[config.mk]
export PLATFORM = sky130hd
export DESIGN_NAME = mcddt_dist
export DESIGN_NICKNAME = d
export VERILOG_FILES = /design/src/rtl/mcddt_pkg.sv /design/src/rtl/mcddt_dist.sv
export SDC_FILE = /design/constraint.sdc
export NUM_CORES = 2
export LEC_CHECK = 0
export BUFFER_PORTS_ARGS = -buffer_cell sky130_fd_sc_hd__buf_2
export CORE_ASPECT_RATIO = 1.5
export CORE_MARGIN = 5
export CORE_UTILIZATION = 50
export CTS_BUF_LIST = sky130_fd_sc_hd__clkbuf_2 sky130_fd_sc_hd__clkbuf_4 sky130_fd_sc_hd__clkbuf_8
export DETAILED_ROUTE_END_ITERATION = 8
export PLACE_DENSITY = 0.66
export SLEW_MARGIN = 20
export SYNTH_ARGS = -nofsm -noshare
export SYNTH_HDL_FRONTEND = slang
export SYNTH_SLANG_ARGS = --single-unit
[constraint.sdc]
create_clock -name aclk -period 12.1 [get_ports aclk]
set_input_delay 1.21 -clock aclk [delete_from_list [all_inputs] [get_ports aclk]]
set_output_delay 1.21 -clock aclk [all_outputs]
set_load 0.02 [all_outputs]
[src/rtl/mcddt_pkg.sv]
// Shared types, register and operation codes and helpers for the dart throwing unit.
// Used by every module of the block; depends on nothing.
package mcddt_pkg;

    localparam int DEF_MAX_CLASSES = 4;
    localparam int DEF_CAPACITY    = 256;
    localparam int DEF_COORD_BITS  = 16;

    localparam int NUM_CLS = 4;
    localparam int CLS_W   = 2;
    localparam int CRD_W   = 16;
    localparam int CNT_W   = 16;
    localparam int REM_W   = 8;

    typedef logic [3:0][63:0] rad_rows_t;

    // Register indexes of the configuration port
    typedef enum logic [2:0] {
        CFG_CLASSES = 3'd0,
        CFG_RADIUS0 = 3'd1,
        CFG_RADIUS1 = 3'd2,
        CFG_RADIUS2 = 3'd3,
        CFG_RADIUS3 = 3'd4,
        CFG_TARGETS = 3'd5
    } cfg_idx_t;

    // Operation carried in tuser of an input word
    typedef enum logic [1:0] {
        OP_CAND  = 2'd0,
        OP_CLEAR = 2'd1,
        OP_READ  = 2'd2
    } op_t;

    typedef enum logic [3:0] {
        ST_IDLE,
        ST_PREP,
        ST_PRIME,
        ST_EVAL,
        ST_PURGE,
        ST_INSERT,
        ST_ORDER,
        ST_CLEAR,
        ST_READ,
        ST_RESP
    } state_t;

    // One stored sample as it travels round the ring
    typedef struct packed {
        logic             live;
        logic             conf;
        logic [CLS_W-1:0] cls;
        logic [CRD_W-1:0] x;
        logic [CRD_W-1:0] y;
    } sample_t;

    function automatic logic [15:0] field16(logic [63:0] w, logic [1:0] k);
        return w[16*k +: 16];
    endfunction

    function automatic logic [15:0] radius(rad_rows_t rows, logic [1:0] i, logic [1:0] j);
        return field16(rows[i], j);
    endfunction

endpackage

[src/rtl/mcddt_dist.sv]
// Distance unit at the ring tail: squares registered, then compared against radius squared.
// Depends on mcddt_pkg for the sample type and widths.
module mcddt_dist (
    input  logic                         aclk,
    input  logic                         load,
    input  mcddt_pkg::sample_t           probe,
    input  logic [mcddt_pkg::CRD_W-1:0]  cand_x,
    input  logic [mcddt_pkg::CRD_W-1:0]  cand_y,
    input  logic [15:0]                  rad,
    output logic                         hit
);

    logic [mcddt_pkg::CRD_W-1:0]   dx, dy;
    logic [2*mcddt_pkg::CRD_W-1:0] dx2_reg, dy2_reg;
    logic [31:0]                   r2_reg;
    logic [2*mcddt_pkg::CRD_W:0]   sum;

    assign dx = (probe.x > cand_x) ? probe.x - cand_x : cand_x - probe.x;
    assign dy = (probe.y > cand_y) ? probe.y - cand_y : cand_y - probe.y;

    // Square the offsets and the radius of the probed sample
    always_ff @(posedge aclk) begin
        if (load) begin
            dx2_reg <= dx * dx;
            dy2_reg <= dy * dy;
            r2_reg  <= rad * rad;
        end
    end

    assign sum = {1'b0, dx2_reg} + {1'b0, dy2_reg};
    assign hit = sum < {1'b0, r2_reg};

endmodule

Yosys cells after proc, flatten, opt, wreduce, memory -nomap -nowiden:

Cells that the tools add are included.

* $lt $le $gt $ge: 3
* multiply operators: 3
* add/subtract/negate cells: 5
* mux-type cells: 2

Operators by type and width (count)
* $mul A16 B16 Y32: 3
* $sub A16 B16 Y16: 4
* $add A32 B32 Y33: 1
* $lt A33 B32 Y1: 1
* $gt A16 B16 Y1: 2
* $mux W16: 2

* output and inout bits: 1
* register bits: 96
* word-level logic and storage cells: 16
* bits of input ports: 86

Logic depth before layout (Yosys ltp):

* word-level depth: 3
* depth in mapped cells: 39
* mapped depth without buffers: 38

Worst setup path after synthesis:

Ideal clock, no wire load.

* path type: input to register
* start: input probe[16] (netlist bit)
* end: register dx2_reg[31] (netlist bit) (data pin)
* stages: 37
* path buffers: 2
* required time: 11930 ps
* path slack: 1987 ps
* setup time: 170 ps
* data arrival time: 9943 ps
* path through: inv_1 ha_1 inv_1 fa_1 a211oi_2 o21bai_1 or4_4 a41oi_2 nor4b_2 o41ai_4 buf_6 mux2i_1 xor2_1 inv_1 buf_4 nand2_1 inv_1 fa_1 inv_1 fa_1 inv_1 fa_1 fa_1 fa_1 inv_1 fa_1 inv_1 ha_1 a21o_1 a21o_1 a221oi_1 o41ai_1 a31o_2 a311oi_1 nand2b_1 a21oi_1 nor4_2

* word-level cells in the longest chain between the ends: 3
* elaborated cells on any way between the ends: 5
* classes of those cells: 2 x add/sub; 1 x mul; 1 x order compare; 1 x mux

Ends and longest elaborated chain
* from (decl): line mcddt_dist.sv:6 `input mcddt_pkg::sample_t probe,`
* $sub A16 B16 Y16 / $gt A16 B16 Y1 (equally long branches): line mcddt_dist.sv:18 `assign dx = (probe.x > cand_x) ? probe.x - cand_x : cand_x - probe.x;`
* $mux W16 *: line mcddt_dist.sv:18
* $mul A16 B16 Y32 *: line mcddt_dist.sv:24 `dx2_reg <= dx * dx;`
* to (signal assigned): line mcddt_dist.sv:24
* to (decl): line mcddt_dist.sv:14 `logic [2*mcddt_pkg::CRD_W-1:0] dx2_reg, dy2_reg;`

Mark *: on every way between the ends. The rest lies on a longest branch, timed or not.
A chain may end at the register's enable or synchronous reset.

Worst setup path in the final report:

Same ends and word-level chain as after synthesis.

==> out/results.ini <==
[outcome]
run_status = completed

[yosys]
synth_seq_cells = 93
yosysWarnings = 0
synth.largest_area_cell = sky130_fd_sc_hd__fa_1
synthXorXnorAreaFrac = 0.05030
syn_area_um2 = 29110
synth_top_family_by_area = adder cells
postSynthCellCount = 3233
synth_top_cells_by_area = sky130_fd_sc_hd__fa_1, sky130_fd_sc_hd__ha_1, sky130_fd_sc_hd__inv_1
post_synth_mux_area_share = 0.007351
synth_top_flop_cell = sky130_fd_sc_hd__edfxtp_1
post_synth.cell_area_avg_um2 = 9.003
synth-async-reset-ratio = 0
synth.most_common_cell = sky130_fd_sc_hd__inv_1
synth-edff-count = 93
yosys.area_share.simple = 0.1101
synth.lib_cells_used.distinct = 76
synth-adder-area-share = 0.5178
synth_sequential_area_ratio = 0.09595
synth.cells.most_frequent = sky130_fd_sc_hd__inv_1, sky130_fd_sc_hd__fa_1, sky130_fd_sc_hd__ha_1, sky130_fd_sc_hd__nand2_1, sky130_fd_sc_hd__nor2_1
number_of_nets_produced_by_synthesis = 4227
synth_compound_area_frac = 0.1008
netlist.area_leader.share = 0.3398

[setup_path]
setup.worst_path.end_class = flip-flop
crit_slowest_cell = sky130_fd_sc_hd__a221oi_1
timing.critical_path.fanout_max = 20
cp.arrival_ns = 11.33
timing.setup.critical_path_class = primary input to flip-flop
worst_ep_required_time_ns = 12.28
start_kind = primary input
cp_common_cell = sky130_fd_sc_hd__inv_1
critical-path-max-stage-delay_ns = 0.54

[worst_hold_path]
hp-class = primary input to flip-flop
min_delay_path_depth = 1

[place]
io_buffers = 82
routabilityCongestion = 0.8891
hpwlAfterDp_um = 54440
post-place-cells = 4039

[cells_and_area]
post_layout_nonfiller_instances = 4056
layout-area-overhead-vs-synth_pct = 5.107
num-nets-final = 4274
ratio_of_cells_with_drive_above_1_in_the_final_layout = 0.05358

[floorplan]
std_cell_rows = 108
die_height_um = 305.5
die_area_um2 = 63240
core_area_um2 = 57840
floorplan.initialDensity = 0.5032
die_w_um = 207.0
design.portCount = 87

[sta]
min_period_over_period = 0.9209
maximum_clock_frequency_ghz = 0.08974
worst_relative_slew_slack = 0.2768
setup_repair_after_global_routing_missed_its_margin = no
max_slew.worst_pin.slew_ns = 1.077
maxSlewViolCount = 0
fin_tns_setup_ns = 0
final_hold_viol_count = 0
layout_min_cycle_time_ns = 11.14
finalSetupViolCount = 0

[clock_network]
post_cts_setup_repair_bufs = 0
htree_levels = 3
post_cts.resized_instances = 0
cts_root_buffer = sky130_fd_sc_hd__clkbuf_8
cts_sinks = 93
cts-hold-fix-buffers = 0
clk_pin_slew_ns = 0.10
number_of_buffers_between_clock_root_and_the_deepest_sink = 2
clock_tree_from_tritoncts = built
tritoncts.num_buffers = 9

[route]
wire_per_inst_um = 15.58
remaining_drc_errors = 0
route.vias.total = 21060
post_drt_via_cell_ratio = 5.192
drt_iter0_drc = 624
wirelength_um = 63190
final_antenna_net_count = 0
drt_first_pass_iters = 5

[grt]
total_overflow_reported_by_the_global_router = 0
grt_pass1_vias = 22770
first_pass_grt_wire_length_um = 107900
antenna_found_initial = 0
grt_max_degree = 57
grt.total_usage = 0.2090

[run]
max_cap_viol_count = 0

-- cell type report --
type	instances	area [um2]
fillers	5467	27240
multi-input cells	2240	22880
repair buffers	119	690.7
diodes	1	2.502
clock inverters	7	67.56
well taps	770	963.4
inverters	817	3067
clock buffers	9	123.9
flip-flops and latches	93	2793
-- placed cells by master, fill, tap and decap left out, types with 16 or more instances in the layout --
master	count
sky130_fd_sc_hd__and2_1	66
sky130_fd_sc_hd__a21oi_1	133
sky130_fd_sc_hd__inv_1	809
sky130_fd_sc_hd__o21ai_0	72
sky130_fd_sc_hd__nor2_1	211
sky130_fd_sc_hd__a21o_1	88
sky130_fd_sc_hd__xor2_1	59
sky130_fd_sc_hd__a211oi_1	16
sky130_fd_sc_hd__ha_1	414
sky130_fd_sc_hd__buf_2	81
sky130_fd_sc_hd__buf_4	38
sky130_fd_sc_hd__nand2_1	258
sky130_fd_sc_hd__edfxtp_1	93
sky130_fd_sc_hd__o21bai_1	24
sky130_fd_sc_hd__xnor2_1	97
sky130_fd_sc_hd__nand3_1	24
sky130_fd_sc_hd__nand4_1	19
sky130_fd_sc_hd__nor2b_1	24
sky130_fd_sc_hd__nor3_1	25
sky130_fd_sc_hd__o21a_1	28
sky130_fd_sc_hd__nand2b_1	31
sky130_fd_sc_hd__fa_1	494
-- layer usage --
layer	part of all wire	track usage	up-vias	wire length, um
li1	-	-	10190	-
met1	0.38	0.2419	10370	24160
met2	0.54	0.3978	366	34250
met3	0.029	0.01198	141	1810
met4	0.047	0.08260	0	2970
met5	0	0	-	0
-- stage by stage --
stage | setup WS [ns] | hold WS [ns] | util | cell area (um2)
2_1_floorplan | 1.987 | 1.309 | - | 29110
3_3_place_gp | 0.6381 | 1.660 | 0.5256 | 30400
3_5_place_dp | 0.5436 | 1.666 | 0.5256 | 30400
4_1_cts | 0.9444 | 1.251 | 0.5289 | 30590
5_1_grt | 0.4215 | 1.265 | 0.5289 | 30590
6_report | 0.9571 | 1.268 | 0.5289 | 30590
-- cell families after synthesis --
family,Yosys count
buf+inv,900
mux,20
simple gates,703
compound gates,447
flops,93
fa+ha+maj,908
xor+xnor,162
-- critical path, delay by kind of cell --
| kind | cells | cell delay (ns) |
|---|---|---|
| xor gates and xnor gates | 1 | 0.50 |
| adders and majority gates | 9 | 3.90 |
| AOI/OAI and AO/OA | 12 | 3.09 |
| buffers and inverters | 11 | 1.30 |
| and+or+nand+nor | 5 | 1.32 |
-- worst paths after layout --
path / startpoint / to / slack [ns]
setup / recovery: probe[16] / dx2_reg[31] / 0.96
hold / removal: rad[0] / r2_reg[0] / 1.27
Power is left out: the tool's default activity adds up to more than one toggle a clock period on the data nets, which glitch-free logic cannot reach.
