--- src/rtl/mcddt_pkg.sv ---
// Shared types, register and operation codes and helpers for the dart throwing unit.
// Used by every module of the block; depends on nothing.
package mcddt_pkg;

    localparam int DEF_MAX_CLASSES = 4;
    localparam int DEF_CAPACITY    = 256;
    localparam int DEF_COORD_BITS  = 16;

    localparam int NUM_CLS = 4;
    localparam int CLS_W   = 2;
    localparam int CRD_W   = 16;
    localparam int CNT_W   = 16;
    localparam int REM_W   = 8;

    typedef logic [3:0][63:0] rad_rows_t;

    // Register indexes of the configuration port
    typedef enum logic [2:0] {
        CFG_CLASSES = 3'd0,
        CFG_RADIUS0 = 3'd1,
        CFG_RADIUS1 = 3'd2,
        CFG_RADIUS2 = 3'd3,
        CFG_RADIUS3 = 3'd4,
        CFG_TARGETS = 3'd5
    } cfg_idx_t;

    // Operation carried in tuser of an input word
    typedef enum logic [1:0] {
        OP_CAND  = 2'd0,
        OP_CLEAR = 2'd1,
        OP_READ  = 2'd2
    } op_t;

    typedef enum logic [3:0] {
        ST_IDLE,
        ST_PREP,
        ST_PRIME,
        ST_EVAL,
        ST_PURGE,
        ST_INSERT,
        ST_ORDER,
        ST_CLEAR,
        ST_READ,
        ST_RESP
    } state_t;

    // One stored sample as it travels round the ring
    typedef struct packed {
        logic             live;
        logic             conf;
        logic [CLS_W-1:0] cls;
        logic [CRD_W-1:0] x;
        logic [CRD_W-1:0] y;
    } sample_t;

    function automatic logic [15:0] field16(logic [63:0] w, logic [1:0] k);
        return w[16*k +: 16];
    endfunction

    function automatic logic [15:0] radius(rad_rows_t rows, logic [1:0] i, logic [1:0] j);
        return field16(rows[i], j);
    endfunction

endpackage

--- src/rtl/mcddt_cell.sv ---
// One cell of the sample ring: holds a single stored sample.
// Depends on mcddt_pkg for the sample type.
module mcddt_cell (
    input  logic               aclk,
    input  logic               aresetn,
    input  logic               shift_en,
    input  mcddt_pkg::sample_t d_in,
    output mcddt_pkg::sample_t q
);

    mcddt_pkg::sample_t q_reg;

    // Take the neighbour's sample on each shift; reset frees the slot
    always_ff @(posedge aclk) begin
        if (!aresetn) begin
            q_reg.live <= 1'b0;
            q_reg.conf <= 1'b0;
        end else if (shift_en) begin
            q_reg <= d_in;
        end
    end

    assign q = q_reg;

endmodule

--- config.mk ---
export PLATFORM = sky130hd
export DESIGN_NAME = mcddt_cell
export DESIGN_NICKNAME = d
export VERILOG_FILES = /design/src/rtl/mcddt_pkg.sv /design/src/rtl/mcddt_cell.sv
export SDC_FILE = /design/constraint.sdc
export NUM_CORES = 1
export LEC_CHECK = 0
export BUFFER_PORTS_ARGS = -buffer_cell sky130_fd_sc_hd__buf_2
export CELL_PAD_IN_SITES_DETAIL_PLACEMENT = 1
export CELL_PAD_IN_SITES_GLOBAL_PLACEMENT = 1
export CORE_UTILIZATION = 31
export CTS_CLUSTER_DIAMETER = 40
export DETAILED_ROUTE_END_ITERATION = 12
export PLACE_DENSITY = 0.8
export SYNTH_ARGS = -nofsm -noshare
export SYNTH_HDL_FRONTEND = slang
export SYNTH_SLANG_ARGS = --single-unit
--- constraint.sdc ---
create_clock -name aclk -period 1.5 [get_ports aclk]
set_input_delay 0.375 -clock aclk [delete_from_list [all_inputs] [get_ports aclk]]
set_output_delay 0.375 -clock aclk [all_outputs]
set_load 0.1 [all_outputs]
; ---- After elaboration in Yosys (flattened, before gate mapping)
; Cells that the tools add are included.
[word_totals]
reg_bits = 36
out_inout_bits = 36
wordCells = 6
[op_classes]
reduce_logical = 1
[ops]
columns = cell, n
row1 = AND reduction 2 bit, 1

; ---- Depth between registers and ports, before layout
; Gate-level depths: netlist of run 1.
[depth]
ltp_word = 1
depth_mapped = 2
ltp_nobuf = 2

; ---- Worst setup path before layout of run 1
; No wires, ideal clock.
[synth_timing]
path_kind = register to output
startpoint = register q_reg (netlist bit q[34])
endpoint = output port q[34] (netlist name)
t_arrival_ns = 0.924
setup_slack_ns = 0.201
stages_incl_launch_ff = 1
n_path_buf = 0
path_cell_list = dfxtp_1
[synth_rtl]
columns = element, line
row1 = start: declaration, mcddt_cell.sv:11  ; mcddt_pkg::sample_t q_reg;
row2 = start signal: assignment, mcddt_cell.sv:19  ; q_reg <= d_in;
row3 = end: declaration, mcddt_cell.sv:8  ; output mcddt_pkg::sample_t q
; No word-level cell between the ends.

; ---- Final worst setup path of run 1
[layout_timing]
startpoint = register q_reg (netlist bit q[12])
endpoint = output port q[12] (netlist name)
; No word-level cell between the ends.

==> results of run 1 <==
-- layer usage --
metal	GRT usage	vias up	share of wire
li1	-	325	-
met1	0.112	325	0.32
met2	0.241	53	0.53
met3	0.0924	5	0.13
met4	0.0667	0	0.018
met5	0	-	0
-- worst paths after layout --
kind                            slack (ns)      from     to  cells past startpoint
worst min register to register        0.54     q[34]  q[34]                      2
worst max register to register        0.87     q[35]  q[35]                      2
worst min-delay path                  0.20  d_in[25]  q[25]                      1
worst max-delay path                  0.05     q[12]  q[12]                      1
-- cells by family after synthesis --
group / after synthesis
flip-flops: 36
AND/OR/NAND/NOR: 3
multiplexers: 2
-- power by group --
group / internal, µW / switching (µW)
Sequential: 1170 / 20.3
Clock: 186 / 311
Combinational: 122 / 526
-- final cells by class --
class,count,share of cell area
Sequential cell,36,0.621
Timing Repair Buffer,76,0.288
Tap cell,46,0.0337
Clock buffer,6,0.0242
Multi-Input combinational cell,5,0.0234
Clock inverter,2,0.00952
-- through the flow --
step / worst slack [ns] / std cells
global placement: 0.297 / 163
finish: 0.0482 / 171
CTS: 0.00102 / 171
floorplan: 0.201 / 41
detailed placement: 0.268 / 163
global route: 0.000500 / 171
-- layout by cell type (no fill, tap or decap) --
cell type / instances
nor2b_1: 2
clkbuf_1: 1
mux2i_1: 2
clkinvlp_4: 1
buf_2: 41
edfxtp_1: 34
clkbuf_4: 17
dfxtp_1: 2
buf_12: 2
and2_2: 1
clkinv_4: 1
buf_4: 21
==> summary.md, run 1 <==
| Metric | Value |
|---|---|
| First-pass GRT wire length | about 3300 µm |
| Via/cell ratio | about 4.1 |
| Final core occ | 0.508 |
| Yosys synthesis warning count | 0 |
| Synth area leaders | edfxtp_1 (93%), dfxtp_1 (3.6%), mux2i_1 (1.8%), nor2b_1 (1.1%), and2_2 (0.68%) |
| Min Hold Slack | roughly 0.2 ns |
| Htree depth | 2 |
| Worst min-delay path class | in -> reg |
| Root Buffer | clkbuf_4 |
| Worst path cell trace | buf_2 |
| Chip width | a little over 60 µm |
| Worst setup path class | reg -> out |
| Syn_nets | 80 |
| Die ar. | 3790 µm² |
| Synth Instances | a little over 40 |
| Die height | 61.6 µm |
| P_leak | 0.000719 µW |
| Post-synth EDFFs | 34 |
| Core area | roughly 3400 µm² |
| CP arrival | between 1 and 1.5 ns |
| Largest area contributor in the netlist | edfxtp_1 |
| Tot Pwr | 2340 µW |
| Largest family of logic cells by synthesized area | simple AND/OR/NAND/NOR gates |
| Remaining antenna violation count after routing | 0 |
| DP Area | 1570 µm² |
| Post-synthesis simple-gate area fraction | 0.0182 |
| Tmin final | 1.45 ns |
| Gp weighted congestion | between 0.7 and 0.8 |
| Ys flop type | edfxtp_1 |
| Antenna violations before repair | 0 |
| Sink Count | 36 |
| Worst Setup End Kind | output port |
| Slowest cell on crit path | buf_2 |
| Routed WL | around 2300 µm |
| Max VDD drop | ~0.8 mV |
| Setup TNS | 0 ns |
| Vias in the first global route | between 700 and 800 |
| Max Buffers Root-to-Sink | 2 |
| Area grow syn2layout | 55.2% |
| Hold buffers post-CTS | 0 |
| Tcrit/Tclk final | 0.968 |
| Ys async rst share | 0 |
| DRC viols | 0 |
| Row cnt | 21 |
| Worst Skew | 0 ns |
| Mux share of post-synthesis cell area | 0.0182 |
| Final Hold Vio Count | 0 |
| CTS tree | yes |
| Initial DRT Pass Iterations | 2 |
| Crit path required time | ~1.1 ns |
| Syn avg cell area | approximately 27 µm² |
| # fillers | approximately 360 |
| Port Buffers | 74 |
| Final HPWL DP | 1860 µm |
| Total CTS buffers | 5 |
| DRT iter0 DRCs | 3 |
| Worst path bufs/invs | 1 |
| Area of the multi-input gates | 40.0 µm² |
| Crit path launch type | flop |
| Top delay family on crit path | buffers and inverters |
| N_diodes | 0 |
| Most frequent cells after synthesis | edfxtp_1 (34), dfxtp_1 (2), mux2i_1 (2), nor2b_1 (2), and2_2 (1) |
| Synthesized flop and latch total | 36 |
| Max_cap viols | 0 |
| Max incr delay on CP | around 0.42 ns |
| Max Slew Vio Count | 0 |
| Global-route usage over all layers | 0.136 |
| Fin area | 1710 µm² |
| Via count | just over 700 |
| Register area | between 1000 and 1500 µm² |
| Count leader, synth | edfxtp_1 |
| Top cell type's share of synthesized area | 0.927 |
| Mapped Area | ~1100 µm² |
| Synth Area in Compound Gates | 0 |
| CP Max Fanout | 1 |
| Slew @ Worst Pin | approximately 0.5 ns |
| Max FFs per register | 36 |
| Post-CTS resize count | 21 |
| RSZ-0062 raised after global routing | false |
| Register area share after synthesis | 0.964 |
| GRT overflow | 0 |
| Max_slew headroom | 0.675 |
| XOR/XNOR share of the synthesized area | 0 |
| I/O pin count | 75 |
| Largest net degree at the start of global routing | 17 |
| Achievable Freq | 0.689 GHz |
| Worst-Skew Late Latency | around 0.33 ns |
| Layout cell share with drive strength beyond 1 | 0.672 |
| Clk slew on worst S/H paths | 0.11 ns |
| Setup Buffers After CTS | 0 |
| Final setup fails | 0 |
| Initial Util | 0.327 |
| Drt wl/cell | between 10 and 15 µm |
| Status | complete, no violations |
| Synth unique cells | 5 |
| Post-Synth Adder-Cell Area | 0 |
| PD cells | about 1400 nW/µm² |
| Final nets | 163 |
(Power assumes the default switching activity.)
==> inputs of run 2 (changes only) <==
==> constraint.sdc (replaced) <==
create_clock -name aclk -period 1.35 [get_ports aclk]
set_input_delay 0.3375 -clock aclk [delete_from_list [all_inputs] [get_ports aclk]]
set_output_delay 0.3375 -clock aclk [all_outputs]
set_load 0.1 [all_outputs]
==> run 2 against run 1 <==
  * Clock power up 9.2%
  * Critical endpoint is now q[2]
  * Sequential power up 15%
  * Setup slack worse by 0.0019 ns
  * Via count up 2.0%
  * Sequential cell count unchanged
  * Count of clock-buffer cells in the layout unchanged
==> summary.md, run 2 (synthesized netlist as in run 1, its figures left out) <==
| Metric | Value |
|---|---|
| First-pass GRT wire length | ~3900 µm |
| Max_cap viols | 0 |
| Max Buffers Root-to-Sink | 2 |
| Max FFs per register | 36 |
| # fillers | ~290 |
| Die height | approximately 62 µm |
| Final HPWL DP | between 2000 and 2500 µm |
| CP arrival | roughly 0.97 ns |
| Global-route usage over all layers | 0.161 |
| Clk slew on worst S/H paths | 0.11 ns |
| GRT overflow | 0 |
| Switching power share of the total | 0.353 |
| Max_slew headroom | 0.874 |
| Worst Skew | 0 ns |
| Port Buffers | 74 |
| N_diodes | 0 |
| Achievable Freq | ~0.77 GHz |
| Worst setup path class | reg -> out |
| Tcrit/Tclk final | 0.966 |
| Hold buffers post-CTS | 0 |
| Via count | ~720 |
| Final Hold Vio Count | 0 |
| Htree depth | 2 |
| Fin area | approximately 2200 µm² |
| Comb pwr share | 0.322 |
| Slew @ Worst Pin | 0.190 ns |
| Commonest cells after routing, fill and taps aside | buf_2 (38), buf_12 (38), edfxtp_1 (34), clkbuf_4 (5) |
| Layout Cells excl Fill | 171 |
| Via/cell ratio | between 4 and 5 |
| Post-CTS resize count | 0 |
| Internal | ~1800 µW |
| Tmin final | between 1 and 1.5 ns |
| Crit path required time | a little over 1 ns |
| Max VDD drop | approximately 0.7 mV |
| Die ar. | between 3000 and 4000 µm² |
| Setup Buffers After CTS | 0 |
| DRC viols | 0 |
| Total net switching power | slightly below 1000 µW |
| Clock power share | 0.193 |
| Row cnt | 21 |
| Initial Util | 0.327 |
| Core area | approximately 3400 µm² |
| Final nets | between 150 and 200 |
| Chip width | slightly above 60 µm |
| Worst-Skew Late Latency | ~0.32 ns |
| Slowest cell on crit path | edfxtp_1 |
| Top delay family on crit path | flip-flops |
| Crit path launch type | flop |
| Worst min-delay path class | in -> reg |
| Register area | around 1100 µm² |
| CP Max Fanout | 1 |
| Worst Setup End Kind | output port |
| Area grow syn2layout | 96.5% |
| Area of the multi-input gates | approximately 40 µm² |
| CTS tree | yes |
| Antenna violations before repair | 0 |
| Sink Count | 36 |
| Setup TNS | 0 ns |
| Routed WL | about 2700 µm |
| Layout cell share with drive strength beyond 1 | 0.672 |
| Status | complete, no violations |
| I/O pin count | 75 |
| Vias in the first global route | ~830 |
| Drt wl/cell | ~16 µm |
| Worst path cell trace | buf_12 |
| Reg power frac | 0.485 |
| Gp weighted congestion | 0.696 |
| Initial DRT Pass Iterations | 4 |
| DRT iter0 DRCs | 3 |
| PD cells | 1300 nW/µm² |
| Total CTS buffers | 5 |
| DP Area | around 2100 µm² |
| Final setup fails | 0 |
| P_leak | slightly below 0.0009 µW |
| Largest net degree at the start of global routing | 17 |
| Root Buffer | clkbuf_4 |
| Remaining antenna violation count after routing | 0 |
| Placed cells | around 160 |
| RSZ-0062 raised after global routing | false |
| Worst path bufs/invs | 1 |
| Max Slew Vio Count | 0 |
| Max incr delay on CP | around 0.44 ns |
[run 2: cell types whose count changed in the layout (fill, tap and decap cells not counted)]
cell / before / now
buf_12: 2 / 38
clkbuf_4: 17 / 5
buf_4: 21 / 0
clkinv_4: 1 / 0
buf_2: 41 / 38
clkinv_2: 0 / 1
[run 2: worst paths after layout]
check,from,to,slack [ns],cells after the start
max,q[2],q[2],0.05,1
min,d_in[32],q[32],0.18,1
max reg2reg,q[34],q[34],0.65,2
min reg2reg,q[35],q[35],0.58,2
[run 2: routing by layer]
layer / GRT usage / wire [µm] / vias to the layer above / share of wire
met5: 0 / 0 / - / 0
met4: 0.0667 / 19 / 0 / 0.0069
met3: 0.0945 / 325 / 2 / 0.12
met2: 0.284 / 1530 / 54 / 0.56
met1: 0.151 / 862 / 340 / 0.31
li1: - / - / 326 / -
[run 2: area by class of cell]
cell class / instances / area share
Clock buffer: 6 / 0.0191
Sequential cell: 36 / 0.490
Clock inverter: 2 / 0.00578
Multi-Input combinational cell: 5 / 0.0185
Tap cell: 46 / 0.0266
Timing Repair Buffer: 76 / 0.440
[run 2: power by group through the flow]
stage	combinational [µW]	sequential [µW]	clock [µW]
global route	928	1380	593
floorplan	21.0	1870	0
CTS	914	1370	557
detailed placement	913	1390	0
global placement	898	1390	0
finish	907	1370	544
[run 2: worst reg2reg max path, delay by kind of cell (launching register included)]
family        cells  cell delay [ns]
mux               1             0.10
flops             1             0.40
simple gates      1             0.13
[run 2: through the flow]
| stage | hold WS (ns) | utilization | power [µW] | setup slack (ns) |
|---|---|---|---|---|
| after detailed placement | 0.516 | 0.627 | 2310 | 0.149 |
| final | 0.177 | 0.643 | 2820 | 0.0463 |
| after global routing | 0.148 | 0.643 | 2900 | 0.00343 |
| after global placement | 0.514 | 0.627 | 2290 | 0.190 |
| after floorplan | 0.436 | - | 1890 | 0.0886 |
| after CTS | 0.165 | 0.643 | 2840 | 0.0226 |
==> inputs of run 3 (changes only) <==
--- a/config.mk
+++ b/config.mk
@@ -12,6 +12,7 @@
 export CTS_CLUSTER_DIAMETER = 40
 export DETAILED_ROUTE_END_ITERATION = 12
 export PLACE_DENSITY = 0.8
+export RECOVER_POWER = 100
 export SYNTH_ARGS = -nofsm -noshare
 export SYNTH_HDL_FRONTEND = slang
 export SYNTH_SLANG_ARGS = --single-unit
==> run 3 against run 2 <==
  * Critical path depth did not move
  * Global-route usage is the same
  * Register-to-register slack better by 0.05 ns
  * Critical endpoint is now q[10]
==> summary.md, run 3 (synthesized netlist as in run 1, its figures left out) <==
| Metric | Value |
|---|---|
| Worst min-delay path class | in -> reg |
| Root Buffer | clkbuf_4 |
| Crit path required time | 1.01 ns |
| Commonest cells after routing, fill and taps aside | buf_2 (36), edfxtp_1 (34), buf_6 (18), buf_8 (11), buf_12 (9) |
| Worst reg2reg startpoint | q[34] |
| Hold buffers post-CTS | 0 |
| Final Hold Vio Count | 0 |
| Sink Count | 36 |
| Remaining antenna violation count after routing | 0 |
| Max FFs per register | 36 |
| Fin area | approximately 1900 µm² |
| Crit. Startpoint | q[10] |
| Via count | around 720 |
| Area grow syn2layout | 76.8% |
| Max_slew headroom | 0.663 |
| Setup Buffers After CTS | 0 |
| Port Buffers | 74 |
| Routed WL | approximately 2800 µm |
| CTS tree | yes |
| Total CTS buffers | 5 |
| Tmin final | around 1.3 ns |
| Slew @ Worst Pin | between 0.5 and 0.6 ns |
| Setup TNS | 0 ns |
| Min Hold Slack | about 0.18 ns |
| Post-CTS resize count | 0 |
| Placed cells | approximately 160 |
| Drt wl/cell | 16.3 µm |
| Initial Util | 0.327 |
| P_leak | between 0.0007 and 0.0008 µW |
| Max Buffers Root-to-Sink | 2 |
| DRT iter0 DRCs | 5 |
| Worst Skew | 0 ns |
| Worst Setup End Kind | output port |
| RSZ-0062 raised after global routing | false |
| # fillers | around 330 |
| CP arrival | about 0.97 ns |
| Vias in the first global route | just over 800 |
| Top delay family on crit path | flip-flops |
| Worst setup path class | reg -> out |
| Commonest non-fill, non-tap cell in the layout | buf_2 |
| Final nets | 163 |
| I/O pin count | 75 |
| Slowest cell on crit path | edfxtp_1 |
| N_diodes | 0 |
| Core area | 3360 µm² |
| Max Slew Vio Count | 0 |
| First-pass GRT wire length | between 3000 and 4000 µm |
| Hold_sp | d_in[32] |
| Max_cap viols | 0 |
| Global-route usage over all layers | 0.161 |
| CP Max Fanout | 1 |
| Final HPWL DP | around 2300 µm |
| Layout Cells excl Fill | 171 |
| Antenna violations before repair | 0 |
| Achievable Freq | approximately 0.77 GHz |
| Area of the multi-input gates | 38.8 µm² |
| Htree depth | 2 |
| Gp weighted congestion | ~0.70 |
| GRT overflow | 0 |
| DRC viols | 0 |
| DP Area | about 2100 µm² |
| Max VDD drop | 0.696 mV |
| Crit path launch type | flop |
| Layout cell share with drive strength beyond 1 | 0.648 |
| Final setup fails | 0 |
| Chip width | slightly above 60 µm |
| Worst path cell trace | buf_12 |
| Tcrit/Tclk final | 0.965 |
| PD cells | between 1000 and 1500 nW/µm² |
| Worst path bufs/invs | 1 |
| Clk slew on worst S/H paths | between 0.1 and 0.15 ns |
| Register area | 1060 µm² |
| Worst-Skew Late Latency | 0.32 ns |
| Max incr delay on CP | roughly 0.44 ns |
| Initial DRT Pass Iterations | 4 |
| Die ar. | about 3800 µm² |
| Largest net degree at the start of global routing | 17 |
| Via/cell ratio | roughly 4.2 |
| Die height | roughly 62 µm |
| Status | complete, no violations |
| Row cnt | 21 |
## run 3: changes by cell type in the layout (fill, tap and decap cells not counted)
cell      delta
and2_0       +1
buf_8       +11
buf_12      -29
buf_6       +18
clkbuf_1     +2
buf_2        -2
and2_2       -1
## run 3: final timing paths
path,slack [ns],depth (start not counted),to
worst max register to register,0.70,2,q[34]
worst min register to register,0.56,2,q[35]
worst max-delay path,0.05,1,q[10]
worst min-delay path,0.18,1,q[32]
## run 3: worst register-to-register path, stage by stage, from the launching register on
cell and delay [ns]:
dfxtp_1 0.37, mux2i_1 0.09, nor2b_1 0.13
## run 3: area by class of cell
cell class | count | share of cell area
timing repair buffer | 76 | 0.378
clock buffer | 6 | 0.0212
tap | 46 | 0.0296
clock inverter | 2 | 0.00643
multi-input combinational | 5 | 0.0199
sequential | 36 | 0.545
## run 3: per-layer routing
| metal | up-vias | part of all wire | track usage |
|---|---|---|---|
| li1 | 325 | - | - |
| met1 | 340 | 0.33 | 0.151 |
| met2 | 56 | 0.55 | 0.284 |
| met3 | 2 | 0.11 | 0.0945 |
| met4 | 0 | 0.0068 | 0.0667 |
| met5 | - | 0 | 0 |
## run 3: stage by stage
stage,setup slack [ns],util,power [µW]
after global routing,0.00343,0.579,2790
after floorplan,0.0886,-,1890
after global placement,0.190,0.627,2290
after CTS,0.0226,0.643,2840
final,0.0472,0.579,2710
after detailed placement,0.149,0.627,2310
## run 3: power breakdown
group	switching, µW	internal [µW]	leakage [µW]
logic	592	226	0.000435
registers	44.8	1300	0.000336
clock network	343	201	0.0000282
